--- config.mk ---
export PLATFORM = sky130hd
export DESIGN_NAME = half_circle_rasterizer
export DESIGN_NICKNAME = d
export VERILOG_FILES = /design/src/hcr_pkg.sv /design/src/hcr_front.sv /design/src/hcr_queue.sv /design/src/hcr_back.sv /design/src/half_circle_rasterizer.sv
export SDC_FILE = /design/constraint.sdc
export NUM_CORES = 1
export LEC_CHECK = 0
export BUFFER_PORTS_ARGS = -buffer_cell sky130_fd_sc_hd__buf_2
export CAP_MARGIN = 30
export CORE_MARGIN = 3
export CORE_UTILIZATION = 51
export CTS_BUF_LIST = sky130_fd_sc_hd__clkbuf_8
export CTS_CLUSTER_DIAMETER = 30
export DETAILED_ROUTE_END_ITERATION = 8
export GPL_ROUTABILITY_DRIVEN = 0
export PLACE_DENSITY = 0.69
export RECOVER_POWER = 25
export SLEW_MARGIN = 20
export SYNTH_ARGS = -nofsm -noshare
export SYNTH_HDL_FRONTEND = slang
export SYNTH_SLANG_ARGS = --single-unit
--- constraint.sdc ---
create_clock -name clk -period 15.3 [get_ports clk]
set_input_delay 2.295 -clock clk [delete_from_list [all_inputs] [get_ports clk]]
set_output_delay 2.295 -clock clk [all_outputs]
set_load 0.1 [all_outputs]
--- src/hcr_pkg.sv ---
// Shared types, widths and helpers for the half circle rasterizer.
package hcr_pkg;

	localparam int IN_W   = 10; // rectangle coordinate field width
	localparam int OUT_W  = 12; // result coordinate field width
	localparam int RAD_W  = 5;  // radius width, covers the largest legal radius
	localparam int STEP_W = 7;  // step counters, signed room for one below zero
	localparam int ERR_W  = 12; // error term and its intermediate products
	localparam int CNT_W  = 6;  // result counter within one rectangle

	typedef struct packed {
		logic [IN_W-1:0] left_x;
		logic [IN_W-1:0] bottom_y;
		logic [IN_W-1:0] right_x;
		logic [IN_W-1:0] top_y;
		logic            flip;
	} rect_t;

	typedef struct packed {
		logic signed [OUT_W-1:0] x_right;
		logic signed [OUT_W-1:0] x_left;
		logic signed [OUT_W-1:0] y_out;
		logic                    last;
	} pt_t;

	// Classified rectangle handed from the front end to the scan engine
	typedef struct packed {
		logic [IN_W-1:0]  centre_x;
		logic [IN_W-1:0]  base_y;
		logic [RAD_W-1:0] rad;
		logic             flipped;
	} job_t;

	// Queue status seen by both sides
	typedef struct packed {
		logic full;
		logic empty;
	} q_stat_t;

	// floor(v / 10) via reciprocal multiply, exact for every 8-bit v
	function automatic logic [4:0] div10(input logic [7:0] v);
		logic [15:0] p;
		p = {8'd0, v} * 16'd205;
		return p[15:11];
	endfunction

endpackage

--- src/hcr_front.sv ---
// Front end: masks coordinates, derives centre, radius and base row, drops empty requests.
module hcr_front
	import hcr_pkg::*;
#(
	parameter int MAX_RADIUS = 31,
	parameter int COORD_BITS = 10
) (
	input  rect_t   rect,
	input  logic    rect_valid,
	output logic    rect_ready,
	input  q_stat_t qs,
	output logic    push,
	output job_t    job
);

	localparam int CW = (COORD_BITS < IN_W) ? COORD_BITS : IN_W;
	localparam logic [IN_W-1:0] CMASK = {IN_W{1'b1}} >> (IN_W - CW);
	localparam logic [IN_W-2:0] RMAX  = (IN_W-1)'(MAX_RADIUS);

	logic [IN_W-1:0]        lx, rx, by, ty;
	logic [IN_W:0]          sum;
	logic signed [IN_W:0]   diff;
	logic [IN_W-2:0]        mag;
	logic                   drop;

	// Mask inputs and classify the rectangle
	always_comb begin
		lx   = rect.left_x & CMASK;
		rx   = rect.right_x & CMASK;
		by   = rect.bottom_y & CMASK;
		ty   = rect.top_y & CMASK;
		sum  = {1'b0, lx} + {1'b0, rx};
		diff = $signed({1'b0, rx}) - $signed({1'b0, lx});
		mag  = diff[IN_W-1:1];
		// a difference of minus one still truncates to radius zero
		drop = diff[IN_W] && (diff != {(IN_W+1){1'b1}});

		job.centre_x = sum[IN_W:1];
		job.base_y   = rect.flip ? ty : by;
		job.flipped  = rect.flip;
		if (diff[IN_W]) begin
			job.rad = '0;
		end else if (mag > RMAX) begin
			job.rad = RAD_W'(MAX_RADIUS);
		end else begin
			job.rad = mag[RAD_W-1:0];
		end
	end

	assign rect_ready = !qs.full;
	assign push       = rect_valid && !qs.full && !drop;

endmodule

--- src/hcr_queue.sv ---
// Two-entry queue between the front end and the scan engine.
module hcr_queue
	import hcr_pkg::*;
(
	input  logic    clk,
	input  logic    arst_n,
	input  logic    push,
	input  job_t    wr_job,
	input  logic    pop,
	output job_t    rd_job,
	output q_stat_t qs
);

	job_t       slot_q [2];
	logic       wr_ptr_q, rd_ptr_q;
	logic [1:0] cnt_q;

	// Store pushed requests
	always_ff @(posedge clk) begin
		if (push) begin
			slot_q[wr_ptr_q] <= wr_job;
		end
	end

	// Advance pointers and occupancy
	always_ff @(posedge clk or negedge arst_n) begin
		if (!arst_n) begin
			wr_ptr_q <= 1'b0;
			rd_ptr_q <= 1'b0;
			cnt_q    <= 2'd0;
		end else begin
			if (push) wr_ptr_q <= !wr_ptr_q;
			if (pop)  rd_ptr_q <= !rd_ptr_q;
			cnt_q <= cnt_q + {1'b0, push} - {1'b0, pop};
		end
	end

	assign rd_job   = slot_q[rd_ptr_q];
	assign qs.full  = cnt_q == 2'd2;
	assign qs.empty = cnt_q == 2'd0;

endmodule

--- src/hcr_back.sv ---
// Scan engine: runs the midpoint circle recurrence and emits one point pair per cycle while the output does not stall.
module hcr_back
	import hcr_pkg::*;
#(
	parameter int MAX_RADIUS = 31
) (
	input  logic    clk,
	input  logic    arst_n,
	input  q_stat_t qs,
	input  job_t    job,
	output logic    pop,
	output pt_t     pt,
	output logic    pt_valid,
	input  logic    pt_ready
);

	localparam logic [CNT_W-1:0] LAST_N = CNT_W'(2 * MAX_RADIUS + 1);

	typedef enum logic {IDLE, RUN} state_t;

	state_t                   state_q;
	job_t                     job_q;
	logic [STEP_W-1:0]        x_q;
	logic signed [STEP_W-1:0] y_q;
	logic signed [ERR_W-1:0]  d_q;
	logic [CNT_W-1:0]         n_q;
	pt_t                      pt_q;
	logic                     pt_valid_q;

	logic                     fire, last_pt;
	logic signed [ERR_W-1:0]  xe, ye, e1, e2, d_n;
	logic [STEP_W-1:0]        x_n;
	logic signed [STEP_W-1:0] y_n;
	logic [7:0]               v7;
	logic [OUT_W-1:0]         cx, by, sq;
	pt_t                      pt_n;

	// Next step of the error recurrence
	always_comb begin
		xe = ERR_W'($signed({1'b0, x_q}));
		ye = ERR_W'(y_q);
		e1 = ERR_W'(2 * (d_q + ye) - 1);
		e2 = ERR_W'(2 * (d_q - xe) - 1);
		priority if (d_q < 0 && e1 <= 0) begin
			x_n = x_q + 1'b1;
			y_n = y_q;
			d_n = ERR_W'(d_q + 2 * xe + 3);
		end else if (d_q > 0 && e2 > 0) begin
			x_n = x_q;
			y_n = y_q - 1'b1;
			d_n = ERR_W'(d_q + 3 - 2 * ye);
		end else begin
			x_n = x_q + 1'b1;
			y_n = y_q - 1'b1;
			d_n = ERR_W'(d_q + 2 * (xe - ye) + 2);
		end
		last_pt = y_n[STEP_W-1] || (n_q == LAST_N);
	end

	// Form the point pair for the current step
	always_comb begin
		v7 = {3'b000, y_q[RAD_W-1:0]} * 8'd7;
		cx = OUT_W'(job_q.centre_x);
		by = OUT_W'(job_q.base_y);
		if (job_q.flipped) begin
			sq = by - OUT_W'(div10(v7 + 8'd9));
		end else begin
			sq = by + OUT_W'(div10(v7));
		end
		pt_n.x_right = cx + OUT_W'(x_q);
		pt_n.x_left  = cx - OUT_W'(x_q);
		pt_n.y_out   = sq;
		pt_n.last    = last_pt;
	end

	assign fire = (state_q == RUN) && (!pt_valid_q || pt_ready);
	assign pop  = (state_q == IDLE) && !qs.empty;

	// Sequencer, recurrence registers and output register
	always_ff @(posedge clk or negedge arst_n) begin
		if (!arst_n) begin
			state_q    <= IDLE;
			pt_valid_q <= 1'b0;
			job_q      <= '0;
			x_q        <= '0;
			y_q        <= '0;
			d_q        <= '0;
			n_q        <= '0;
			pt_q       <= '0;
		end else begin
			unique case (state_q)
				IDLE: begin
					if (pop) begin
						job_q   <= job;
						x_q     <= '0;
						y_q     <= STEP_W'(job.rad);
						d_q     <= ERR_W'(2 - 2 * int'(job.rad));
						n_q     <= '0;
						state_q <= RUN;
					end
				end
				RUN: begin
					if (fire) begin
						x_q <= x_n;
						y_q <= y_n;
						d_q <= d_n;
						n_q <= n_q + 1'b1;
						if (last_pt) state_q <= IDLE;
					end
				end
				default: state_q <= IDLE;
			endcase

			// hold the point until taken
			if (fire) begin
				pt_q       <= pt_n;
				pt_valid_q <= 1'b1;
			end else if (pt_ready) begin
				pt_valid_q <= 1'b0;
			end
		end
	end

	assign pt       = pt_q;
	assign pt_valid = pt_valid_q;

endmodule

--- src/half_circle_rasterizer.sv ---
// Top level of the half circle rasterizer: front end, queue and scan engine.
//
//  channel   direction  handshake                 payload
//  rect      in         rect_valid / rect_ready   rect  (rect_t)
//  pt        out        pt_valid / pt_ready       pt    (pt_t)
//
// A rectangle of radius r yields up to 2*r+2 point pairs, one per cycle while the pt channel
// does not stall; the scan engine first loads the rectangle from the queue in its IDLE state.
// The two-entry queue takes new requests while the engine is busy; requests with
// a negative radius are accepted and dropped. Reset clears all control state.
// A stalled pt channel holds the engine; the rect side stalls only when the queue is full.
module half_circle_rasterizer
	import hcr_pkg::*;
#(
	parameter int MAX_RADIUS = 31,
	parameter int COORD_BITS = 10
) (
	input  logic  clk,
	input  logic  arst_n,
	input  logic  rect_valid,
	output logic  rect_ready,
	input  rect_t rect,
	output logic  pt_valid,
	input  logic  pt_ready,
	output pt_t   pt
);

	q_stat_t qs;
	logic    push, pop;
	job_t    wr_job, rd_job;

	hcr_front #(
		.MAX_RADIUS(MAX_RADIUS),
		.COORD_BITS(COORD_BITS)
	) u_front (
		.rect      (rect),
		.rect_valid(rect_valid),
		.rect_ready(rect_ready),
		.qs        (qs),
		.push      (push),
		.job       (wr_job)
	);

	hcr_queue u_queue (
		.clk   (clk),
		.arst_n(arst_n),
		.push  (push),
		.wr_job(wr_job),
		.pop   (pop),
		.rd_job(rd_job),
		.qs    (qs)
	);

	hcr_back #(
		.MAX_RADIUS(MAX_RADIUS)
	) u_back (
		.clk     (clk),
		.arst_n  (arst_n),
		.qs      (qs),
		.job     (rd_job),
		.pop     (pop),
		.pt      (pt),
		.pt_valid(pt_valid),
		.pt_ready(pt_ready)
	);

	// Mirrored points sit an even distance apart
	a_mirror_even: assert property (@(posedge clk) disable iff (!arst_n)
		pt_valid |-> ((pt.x_right - pt.x_left) & 12'sd1) == 12'sd0)
		else $error("mirrored points not symmetric about the centre");

	// The queue never pushes when full nor pops when empty
	a_queue_bounds: assert property (@(posedge clk) disable iff (!arst_n)
		!(push && qs.full) && !(pop && qs.empty))
		else $error("queue overflow or underflow");

	// Input ready drops only when the queue is full
	a_ready_full: assert property (@(posedge clk) disable iff (!arst_n)
		!rect_ready |-> qs.full)
		else $error("request stalled with queue space free");

endmodule

== Word level (Yosys, flattened, before mapping) ==
Memory sizes are Yosys's and may differ from the RTL's.
Cells that the tools add are included.

* Flip-flop bits (word level): 96
* Latch bits: 0
* Bits in writable memories: 52
* Bits in read-only memories: 0
* Bits of input ports: 45
* Word-level logic and storage cells: 108
* Memories: 1

{| class="wikitable"
|+ Memory list
! memory !! depth !! bits a word !! rd ports !! clocked after memory_dff !! write ports !! RTL line !! RTL
|-
| u_queue.slot_q || 2 || 26 || 1 || 0 || 1 || hcr_queue.sv:14 || <nowiki>job_t slot_q [2];</nowiki>
|}

* Add/sub/neg operators: 24
* $mul: 3
* Divide/modulo/power cells: 0
* Magnitude comparators: 5
* Eq/ne operators: 7
* Shift operators: 0
* Muxes and demuxes: 29
* Bitwise gates (word level): 1
* Reduce and logical (&&, ||, !) cells: 21

{| class="wikitable"
|+ Operators with widths
! operator !! number
|-
| 12-bit two-way mux || 5
|-
| 7-bit two-way mux || 7
|-
| 12-bit by 3-bit adder with 12-bit output, second input constant || 3
|-
| 8-bit by 8-bit multiplier with 16-bit output, second input constant || 2
|-
| 7-bit one-hot mux with 2 select lines || 2
|-
| 12-bit by 1-bit > comparator with 1-bit output, second input constant || 2
|-
| 12-bit one-hot mux with 2 select lines || 1
|-
| 12-bit by 2-bit subtractor with 12-bit output, second input constant || 2
|-
| 12-bit by 10-bit adder with 12-bit output || 1
|-
| 12-bit by 9-bit adder with 12-bit output || 1
|-
| 12-bit by 1-bit <= comparator with 1-bit output, second input constant || 1
|-
| 12-bit by 1-bit less-than comparator with 1-bit output, second input constant || 1
|-
| 6-bit two-way mux || 2
|-
| 6-bit one-hot mux with 2 select lines || 1
|-
| 12-bit by 8-bit subtractor with 12-bit output || 1
|-
| 10-bit by 10-bit adder with 11-bit output || 1
|-
| 10-bit by 5-bit adder with 11-bit output || 1
|-
| 10-bit by 7-bit adder with 11-bit output || 1
|-
| 11-bit by 7-bit adder with 11-bit output || 1
|-
| 11-bit inequality test, second input constant || 1
|-
| 10-bit by 10-bit subtractor with 11-bit output || 1
|-
| 10-bit by 5-bit subtractor with 11-bit output || 1
|-
| 10-bit by 7-bit subtractor with 11-bit output || 1
|-
| 11-bit by 8-bit subtractor with 11-bit output || 1
|-
| 26 further kinds || 49
|}

== Longest topological paths before layout ==
Gate-level depths: netlist (run 1).

* Word-level depth: 9
* Depth in mapped cells: 35
* Gate-level depth less buffers: 35

== By module ==
Synthesis (run 1) repeated with hierarchy kept, for this count alone.

* Cells, all modules: 1,425
* Area total of the unflattened synthesis: 13,621.8 µm²

{| class="wikitable"
|+ By module, submodules not included
! module !! times used !! cells an instance !! area an instance (µm²)
|-
| hcr_back || 1 || 1,182 || 10,312.4
|-
| hcr_queue || 1 || 96 || 2,173.3
|-
| hcr_front || 1 || 147 || 1,136.1
|}

== Worst setup path after synthesis (run 1) ==
Ideal clock, no wire load.

* Kind: reg2reg
* From: register u_back.y_q[1]
* To: register u_back.pt_q, in the netlist u_back.pt[7]
* Data arrival time: 6,893 ps
* Path slack: 8,274 ps
* Stages on the path, launching flop included: 33
* Clock period less this slack: 7,026 ps
* Cells stage by stage: dfrtp_1 > fa_1 > ha_1 > inv_1 > fa_1 > inv_1 > ha_1 > a31o_2 > xor2_1 > ha_1 > inv_1 > fa_1 > inv_1 > fa_1 > inv_1 > fa_1 > inv_1 > ha_1 > nand2_1 > o21ai_0 > a41o_1 > o21a_1 > or2_2 > ha_1 > a21oi_1 > nor2_1 > nor2_1 > inv_1 > a21oi_1 > nand3b_1 > o21ai_0 > xnor2_1 > o21ai_0

* Word-level cells in the longest chain between the ends: 5
* Elaborated cells on any way between the ends: 7
* Those cells by class: 3 x add/sub; 3 x mul; 1 x mux

{| class="wikitable"
|+ Ends and longest elaborated chain
! item !! RTL line !! RTL
|-
| start, declared || hcr_back.sv:24 || <nowiki>logic signed [STEP_W-1:0] y_q;</nowiki>
|-
| start signal, assigned || hcr_back.sv:96 || <nowiki>y_q <= STEP_W'(job.rad);</nowiki>
|-
| start signal, assigned || hcr_back.sv:105 || <nowiki>y_q <= y_n;</nowiki>
|-
| 5-bit by 3-bit multiplier with 8-bit output (*) || hcr_back.sv:62 || <nowiki>v7 = {3'b000, y_q[RAD_W-1:0]} * 8'd7;</nowiki>
|-
| 8-bit by 4-bit adder with 8-bit output || hcr_back.sv:66 || <nowiki>sq = by - OUT_W'(div10(v7 + 8'd9));</nowiki>
|-
| 8-bit by 8-bit multiplier with 16-bit output || hcr_pkg.sv:43 || <nowiki>p = {8'd0, v} * 16'd205;</nowiki>
|-
| 10-bit by 5-bit subtractor with 11-bit output || hcr_back.sv:66 ||
|-
| 12-bit two-way mux (*) || hcr_back.sv:65 || <nowiki>if (job_q.flipped) begin</nowiki>
|-
| end signal, assigned || hcr_back.sv:116 || <nowiki>pt_q <= pt_n;</nowiki>
|-
| end, declared || hcr_back.sv:27 || <nowiki>pt_t pt_q;</nowiki>
|}

Mark *: on every way between the ends. The rest lies on a longest branch, timed or not.
A chain may end at the register's enable or synchronous reset.

== Worst setup path in the final report (run 1) ==
* From: register u_back.y_q[0]
* To: register u_back.pt_q, in the netlist u_back.pt[10]

Same word-level chain as after synthesis.

==> impl_metrics.env, run 1 <==
export IMPL_status="complete, but fails checks"
export IMPL_violations="max-capacitance violations, max-slew violations"
export IMPL_hpwl_um=22600
export IMPL_ys_seq_area_share_pct=29.5
export IMPL_yosysWarnings=0
export IMPL_crit_start="u_back.y_q[0]"
export IMPL_async_flop_share_pct=64.1
export IMPL_ant_nets=0
export IMPL_worst_setup_path_end_kind="register"
export IMPL_dp_cells=1757
export IMPL_min_from="u_back.pt[15]"
export IMPL_rsz0062_at_grt="no"
export IMPL_antenna_cells=0
export IMPL_grt_overflow_total=0
export IMPL_wire_per_inst_um=15.9
export IMPL_synth_edf_count=52
export IMPL_post_cts_resized=0
export IMPL_period_needed_ns=7.85
export IMPL_die_h_um=167
export IMPL_synth_commonest_cells="ha_1, inv_1, nand2_1, o21ai_0, dfrtp_1"
export IMPL_synth_top_area_share_pct=21.3
export IMPL_antenna_found_initial=0
export IMPL_syn_area_um2=13200
export IMPL_synth_fp_nets=1683
export IMPL_cp_slowest_cell="fa_1"
export IMPL_hp_class="register to register"
export IMPL_cts_made_buffers=17
export IMPL_clock_skew_final_ns=0.0182
export IMPL_synth_most_common_cell="ha_1"
export IMPL_yosys_cell_types_count=83
export IMPL_critPathKind="register to register"
export IMPL_cp_arrival_ns=8.23
export IMPL_io_pin_count=84
export IMPL_clkLatencyLatePin_ns=0.45
export IMPL_cts_sinks=145
export IMPL_fin_setup_tns_ns=0
export IMPL_clock_root_buffer="clkbuf_8"
export IMPL_critPathTopFamily="adder cells"
export IMPL_tightest_slew_ns=3.37
export IMPL_fp_row_count=58
export IMPL_max_freq_mhz=127
export IMPL_viasPerCell=5.51
export IMPL_relSlewSlack_pct=-124
export IMPL_final_util_pct=56.4
export IMPL_clockBufferDepth=2
export IMPL_fin_crit_sh_pct=51.3
export IMPL_grtUsageTotal_pct=20.8
export IMPL_die_w_um=167
export IMPL_grt_pass1_vias=9833
export IMPL_maxCapViolations=3
export IMPL_start_util_pct=52.1
export IMPL_worstSetupStartpointType="register"
export IMPL_synth_top_area_cell="ha_1"
export IMPL_post_cts_buffers=0
export IMPL_yosys_register_bits=145
export IMPL_required_ns=15.68
export IMPL_setup_viol=0
export IMPL_report_final_slew_viol_count=151
export IMPL_ys_flop_type="dfrtp_1"
export IMPL_area_growth_pct=8.22
export IMPL_grt_pass1_wl_um=47900
export IMPL_cp_max_fo=13
export IMPL_nNetsFinal=1752
export IMPL_max_stage_delay_ns=0.61
export IMPL_cp_common_cell="o21ai_0"
export IMPL_drtPass1Iterations=5
export IMPL_hold_viol=0
export IMPL_drt_iter0_markers=428
export IMPL_wl_um=28400
export IMPL_cts_tree="yes"
export IMPL_drive_gt1_share_pct=9.94
export IMPL_grt_max_degree=77
export IMPL_critPathBufInv=5
export IMPL_vias=9866
export IMPL_syn_avg_cell_area_um2=9.56
export IMPL_ys_top_cells_by_area="ha_1, dfrtp_1, edfxtp_1"
export IMPL_die_area_um2=27800
export IMPL_core_um2=25300
export IMPL_cts_reportedPaths_clkPinSlew_ns=0.10
export IMPL_drc_errors=0
export IMPL_io_buffers=82
export IMPL_timing_rr_start="u_back.y_q[0]"
export IMPL_postCtsHoldBufs=0
export IMPL_instances_no_fill=1789
export IMPL_h_tree_depth=4
export IMPL_synthCells=1377
==> worst reg2reg max path: cells and delay by family, from the launching register on <==
| kind | cells | cell delay, ns |
|---|---|---|
| flip-flops | 1 | 0.59 |
| buffers and inverters | 5 | 0.27 |
| AO/OA/AOI/OAI | 8 | 1.29 |
| AND/OR/NAND/NOR | 6 | 0.58 |
| adder cells (fa/ha/maj) | 10 | 3.86 |
| XOR/XNOR | 4 | 1.24 |
==> worst paths after layout <==
check,slack (ns),cells after the start,end
max in group asynchronous,9.12,2,u_back.cx[8]
min,0.48,2,u_back.pt[15]
max reg2reg,7.45,33,u_back.pt[10]
min reg2reg,0.48,2,u_back.pt[15]
min in group asynchronous,2.26,1,u_back.d_q[0]
max,7.45,33,u_back.pt[10]
==> kinds of logic after synthesis <==
family | share of synthesized area [%]
AOI/OAI and AO/OA | 15.3
xor gates and xnor gates | 7.24
adders and majority gates | 26.9
buffers and inverters | 5.90
DFF | 29.5
muxes | 3.92
other | 0.0285
and+or+nand+nor | 11.1
==> per-stage QoR <==
step / instance area [µm²] / worst slack (ns) / hold slack (ns)
after global routing: 14200 / 6.65 / 0.520
after CTS: 14300 / 7.42 / 0.481
after floorplan: 13200 / 8.27 / 0.455
after detailed placement: 13900 / 7.48 / 0.462
final: 14200 / 7.45 / 0.483
after global placement: 13900 / 7.72 / 0.460
==> flip-flops by register name, indices dropped and copies added, names as in the netlist, 2 cells and up <==
signal	flops
u_back.n_q	6
u_back.by	10
u_back.d_q	12
u_queue.slot_q	52
u_back.pt	34
u_back.cx	10
u_back.x_q	7
u_back.y_q	7
u_queue.cnt_q	2
==> area by class of cell <==
class	count	area, µm²
multi-input cells	1033	8500
repair buffers	88	444
inverters	161	604
flip-flops and latches	145	3890
fillers	2278	11000
clock buffers	17	234
well taps	330	413
clock inverters	15	159
==> layout by cell type, fill, tap and decap left out, types with 16 or more instances in the layout <==
cell	n
nor2b_1	16
fa_1	37
a21oi_1	86
o21bai_1	25
clkbuf_8	17
mux2i_1	38
inv_1	160
xor2_1	44
nor2_1	59
dfrtp_1	93
nand2_1	104
edfxtp_1	52
ha_1	224
buf_2	79
xnor2_1	63
o21ai_0	96
nor3_1	26
a21o_1	17
==> per-layer routing <==
metal	vias to the layer above	global-route usage [%]	part of all wire, %
met4	0	5.20	1.7
met1	4685	28.7	47
met3	30	2.75	3.6
met5	-	0	0
met2	192	35.0	48
li1	4959	-	-
Power of run 1 is left out: the tool's default activity adds up to more than one toggle a clock period on the data nets, which glitch-free logic cannot reach.
==> run 2: changes to the inputs <==
PLACE_DENSITY = 0.72   (was 0.69)
clock period = 7.2 ns   (was 15.3 ns; I/O delays follow)
==> run 2 against run 1 <==
Clock-buffer cell count unchanged. The flow still finishes with violations (max-capacitance violations, max-slew violations). Sequential share of layout area is 0.95 points lower. Critical path depth rose by 3. Hold slack got worse by 0.0024 ns. Critical path type unchanged. Setup slack got worse by 7.3 ns. Sequential cell count did not move.
==> impl_metrics.env, run 2 (synthesis gave the netlist of run 1 again) <==
export IMPL_worst_setup_path_end_kind="register"
export IMPL_setup_slack_ns=0.177
export IMPL_die_h_um=167
export IMPL_cp_slowest_cell="fa_2"
export IMPL_crit_start="u_back.y_q[1]"
export IMPL_tightest_slew_ns=3.49
export IMPL_fp_row_count=58
export IMPL_core_um2=25300
export IMPL_clock_skew_final_ns=0.0147
export IMPL_required_ns=7.54
export IMPL_relSlewSlack_pct=-133
export IMPL_grt_max_degree=77
export IMPL_worstSetupStartpointType="register"
export IMPL_postCtsHoldBufs=0
export IMPL_grtUsageTotal_pct=21.0
export IMPL_cts_reportedPaths_clkPinSlew_ns=0.10
export IMPL_cp_common_cell="inv_2"
export IMPL_final_common_cell="ha_1"
export IMPL_setup_viol=0
export IMPL_clockBufferDepth=2
export IMPL_fin_crit_sh_pct=97.5
export IMPL_cts_tree="yes"
export IMPL_antenna_found_initial=0
export IMPL_clock_root_buffer="clkbuf_8"
export IMPL_final_cell_mix="ha_1, inv_1, nand2_1, dfrtp_1, o21ai_0"
export IMPL_io_buffers=82
export IMPL_drt_iter0_markers=501
export IMPL_report_final_slew_viol_count=151
export IMPL_max_stage_delay_ns=0.57
export IMPL_h_tree_depth=4
export IMPL_dp_slack_ns=-0.262
export IMPL_vias=10100
export IMPL_grt_pass1_wl_um=48500
export IMPL_nNetsFinal=1786
export IMPL_grt_overflow_total=0
export IMPL_start_util_pct=52.1
export IMPL_status="complete, but fails checks"
export IMPL_max_freq_mhz=142
export IMPL_grt_pass1_vias=10100
export IMPL_cp_arrival_ns=7.36
export IMPL_wire_per_inst_um=16.2
export IMPL_clkLatencyLatePin_ns=0.47
export IMPL_cts_made_buffers=17
export IMPL_post_dp_cell_area_um2=14000
export IMPL_timing_rr_start="u_back.y_q[1]"
export IMPL_final_area_um2=14800
export IMPL_die_area_um2=27800
export IMPL_maxCapViolations=3
export IMPL_antenna_cells=0
export IMPL_hpwl_um=22900
export IMPL_drive_gt1_share_pct=15.4
export IMPL_die_w_um=167
export IMPL_min_from="u_back.pt[14]"
export IMPL_ant_nets=0
export IMPL_cts_sinks=145
export IMPL_period_needed_ns=7.02
export IMPL_area_growth_pct=12.2
export IMPL_drtPass1Iterations=5
export IMPL_viasPerCell=5.55
export IMPL_io_pin_count=84
export IMPL_hp_class="register to register"
export IMPL_regMostFlops="u_queue.slot_q"
export IMPL_drc_errors=0
export IMPL_hold_viol=0
export IMPL_largest_reg_flops=52
export IMPL_rsz0062_at_grt="yes"
export IMPL_critPathKind="register to register"
export IMPL_cp_max_fo=5
export IMPL_wl_um=29500
export IMPL_violations="max-capacitance violations, max-slew violations"
==> run 2: cell types whose count changed in the layout (fill, tap and decap cells not counted), sizes merged <==
cell	before	now
inv	169	170
bufinv	0	1
clkinvlp	1	0
clkinv	6	5
clkbuf	22	21
buf	83	118
==> run 2: worst paths after layout <==
check	slack, ns	depth (start not counted)	end
setup / recovery	0.18	36	u_back.pt[7]
hold / removal	0.48	2	u_back.pt[14]
setup reg to reg	0.18	36	u_back.pt[7]
hold reg to reg	0.48	2	u_back.pt[14]
max in group asynchronous	1.99	2	u_back.y_q[1]
min in group asynchronous	0.98	1	u_back.y_q[6]
==> run 2: layer usage <==
| metal | global-route usage [%] | up-vias | wire length [µm] |
|---|---|---|---|
| li1 | - | 5017 | - |
| met1 | 28.4 | 4841 | 13800 |
| met2 | 35.2 | 198 | 13800 |
| met3 | 2.99 | 53 | 1060 |
| met4 | 6.46 | 0 | 823 |
| met5 | 0 | - | 0 |
==> run 2: worst max-delay path, delay by kind of cell (launching register included) <==
| kind | cells | cell delay, ns |
|---|---|---|
| adder cells (fa/ha/maj) | 11 | 4.04 |
| AO/OA/AOI/OAI | 6 | 0.76 |
| buffers and inverters | 9 | 0.61 |
| AND/OR/NAND/NOR | 7 | 0.58 |
| flip-flops | 1 | 0.46 |
| XOR/XNOR | 3 | 0.44 |
==> run 2: repair_timing <==
item | 4_1_cts | 5_1_grt
resized for setup | 9 | 57
hold endpoints to repair | 0 | 0
setup buffers | 3 | 10
endpoints found under the setup margin | 5 | 9
pin swaps | 4 | 31
==> run 2: cell type report <==
type	count	area, µm²
multi-input cells	1033	8730
clock buffers	17	234
fillers	2166	10500
flip-flops and latches	145	3890
repair buffers	122	712
clock inverters	15	184
inverters	161	604
well taps	330	413
==> run 2: metrics by stage <==
stage	util (%)	hold slack, ns	std cells	TNS (ns)
final	58.5	0.480	1823	0
after global routing	58.5	0.506	1823	-0.383
after CTS	57.4	0.486	1813	0
after detailed placement	55.5	0.465	1778	-0.826
after global placement	55.5	0.459	1777	-0.00248
after floorplan	-	0.455	1377	0
Power of run 2 is left out for the same reason.
==> run 3: changes to the inputs <==
ABC_AREA = 1   (was default)
PLACE_DENSITY = 0.71   (was 0.72)
==> run 3 against run 2 <==
The flow still finishes with violations (max-capacitance violations, max-slew violations). Sequential share of layout area decreased by 0.76 points. First-iteration DRC count increased by 32%. Final cell count grew 16%. Critical path depth increased by 1. Via count up 13%. Design area is 3.0% higher. Synthesized cell count is 21% higher. Fmax up 0.70%. Area after synthesis is 3.9% higher. Global-route usage is 1.8 points higher.
==> impl_metrics.env, run 3 <==
export IMPL_max_freq_mhz=143
export IMPL_clock_skew_final_ns=0.0196
export IMPL_synthSimpleGateAreaFrac_pct=18.6
export IMPL_wire_per_inst_um=15.3
export IMPL_drc_errors=0
export IMPL_h_tree_depth=4
export IMPL_multi_input_area_um2=8850
export IMPL_final_common_cell="nand2_1"
export IMPL_grt_overflow_total=0
export IMPL_violations="max-capacitance violations, max-slew violations"
export IMPL_critPathBufInv=8
export IMPL_maxCapViolations=2
export IMPL_yosys_cell_types_count=53
export IMPL_cp_common_cell="inv_1"
export IMPL_synth_fp_nets=1977
export IMPL_grtUsageTotal_pct=22.8
export IMPL_min_path_cells=1
export IMPL_yosys_register_bits=145
export IMPL_postCtsHoldBufs=0
export IMPL_yosysWarnings=0
export IMPL_crit_start="u_back.y_q[1]"
export IMPL_fin_crit_sh_pct=96.9
export IMPL_wl_met2_um=15800
export IMPL_synth_top_area_share_pct=20.5
export IMPL_tightest_slew_ns=3.24
export IMPL_grt_pass1_wl_um=53400
export IMPL_area_growth_pct=11.3
export IMPL_fp_row_count=59
export IMPL_antenna_cells=0
export IMPL_wl_um=32400
export IMPL_cts_made_buffers=17
export IMPL_cp_arrival_ns=7.31
export IMPL_instances_no_fill=2117
export IMPL_async_flop_share_pct=64.1
export IMPL_io_pin_count=84
export IMPL_worstSetupStartpointType="register"
export IMPL_core_um2=26200
export IMPL_critPathKind="register to register"
export IMPL_synth_top_area_cell="ha_1"
export IMPL_die_w_um=170
export IMPL_clock_root_buffer="clkbuf_8"
export IMPL_syn_avg_cell_area_um2=8.18
export IMPL_drtPass1Iterations=6
export IMPL_clkLatencyLatePin_ns=0.47
export IMPL_io_buffers=82
export IMPL_synth_fa_ha_area_share_pct=25.9
export IMPL_synth_commonest_cells="nand2_1, inv_1, ha_1, nor2_1, a21oi_1"
export IMPL_cp_slowest_cell="fa_1"
export IMPL_synth_most_common_cell="nand2_1"
export IMPL_cts_tree="yes"
export IMPL_cp_max_fo=5
export IMPL_grt_pass1_vias=11100
export IMPL_ys_top_cells_by_area="ha_1, dfrtp_1, edfxtp_1"
export IMPL_hold_viol=0
export IMPL_routed_top_layer="met4"
export IMPL_synth_compound_area_share_pct=11.4
export IMPL_start_util_pct=52.2
export IMPL_die_area_um2=28800
export IMPL_setup_viol=0
export IMPL_cp_endpoint="u_back.pt[10]"
export IMPL_cts_sinks=145
export IMPL_worst_setup_path_end_kind="register"
export IMPL_ant_nets=0
export IMPL_final_util_pct=58.0
export IMPL_ys_seq_area_share_pct=28.5
export IMPL_drt_iter0_markers=662
export IMPL_cts_reportedPaths_clkPinSlew_ns=0.09
export IMPL_dp_cells=2068
export IMPL_dr_wl_met3_um=1770
export IMPL_synth_top_family_by_area="adder cells"
export IMPL_synth_edf_count=52
export IMPL_reg2regPathDepth=37
export IMPL_r2r_slack_ns=0.23
export IMPL_syn_area_um2=13700
export IMPL_hold_slack_ns=0.474
export IMPL_critPathTopFamily="adder cells"
export IMPL_muxShareOfSynthArea_pct=1.12
export IMPL_met1_length_um=14300
export IMPL_die_h_um=170
export IMPL_regArea_um2=3890
export IMPL_final_cell_mix="nand2_1, inv_1, ha_1, nor2_1, a21oi_1"
export IMPL_nNetsFinal=2075
export IMPL_viasPerCell=5.38
export IMPL_hpwl_um=25300
export IMPL_clockBufferDepth=2
export IMPL_n_fill_cell=2334
export IMPL_vias=11400
export IMPL_relSlewSlack_pct=-116
export IMPL_required_ns=7.53
export IMPL_antenna_found_initial=0
export IMPL_synth_xor_area_share_pct=6.15
export IMPL_ys_flop_type="dfrtp_1"
export IMPL_largest_reg_flops=52
export IMPL_report_final_slew_viol_count=96
export IMPL_hp_class="register to register"
export IMPL_period_needed_ns=6.97
export IMPL_regMostFlops="u_queue.slot_q"
export IMPL_status="complete, but fails checks"
export IMPL_timing_rr_start="u_back.y_q[1]"
export IMPL_grt_max_degree=60
export IMPL_drive_gt1_share_pct=12.4
export IMPL_cp_num_cells=37
export IMPL_max_stage_delay_ns=0.54
export IMPL_synthCells=1671
export IMPL_rr_endpoint="u_back.pt[10]"
run 3: changes by cell type after synthesis, sizes merged, moves of 17 or more:
cell	previous run	this run
inv	160	254
nor2b	18	0
xor2	44	75
nand2	105	322
nor2	60	124
mux2i	38	4
a31oi	9	36
nand4	5	22
xnor2	64	21
nand3	13	96
run 3: cell families (layout without fill, tap and decap cells):
logic type               count (synthesis)  after routing
AO/OA/AOI/OAI                          270            270
XOR/XNOR                                96             96
adder cells (fa/ha/maj)                261            261
buffers and inverters                  290            401
flip-flops                             145            145
multiplexers                            14             14
other                                    1              1
AND/OR/NAND/NOR                        594            594
run 3: area by class of cell:
type,count,area share (%)
clock buffers,17,1.54
clock inverters,15,1.23
inverters,256,6.34
multi-input cells,1236,58.2
flip-flops and latches,145,25.6
well taps,335,2.76
repair buffers,113,4.36
run 3: how the worst min path moves through the flow:
stage / start / to
after detailed placement: u_back.n_q[3] / u_back.n_q[3]
after floorplan: u_back.n_q[3] / u_back.n_q[3]
after CTS: u_back.n_q[3] / u_back.n_q[3]
after global placement: u_back.n_q[3] / u_back.n_q[3]
final: u_back.n_q[3] / u_back.n_q[3]
after global routing: u_back.n_q[3] / u_back.n_q[3]
run 3: per-stage QoR:
stage / worst slack [ns] / TNS, ns / cell area [µm²]
after floorplan: 0.376 / 0 / 13700
after global placement: 0.155 / 0 / 14400
after detailed placement: -0.101 / -0.217 / 14500
after CTS: 0.0379 / 0 / 14900
after global routing: -0.144 / -0.498 / 15200
final: 0.225 / 0 / 15200
run 3: what timing repair did:
action / in CTS / in global routing
pin swaps: 1 / 31
setup buffers: 2 / 14
hold endpoints to repair: 0 / 0
setup endpoints to repair: 5 / 8
gates resized for setup: 5 / 48
run 3: per-layer routing:
metal / vias up / global-route usage, %
met5: - / 0
met4: 0 / 6.15
met3: 46 / 3.61
met2: 277 / 39.1
met1: 5324 / 30.1
li1: 5742 / -
Power of run 3 is left out for the same reason.
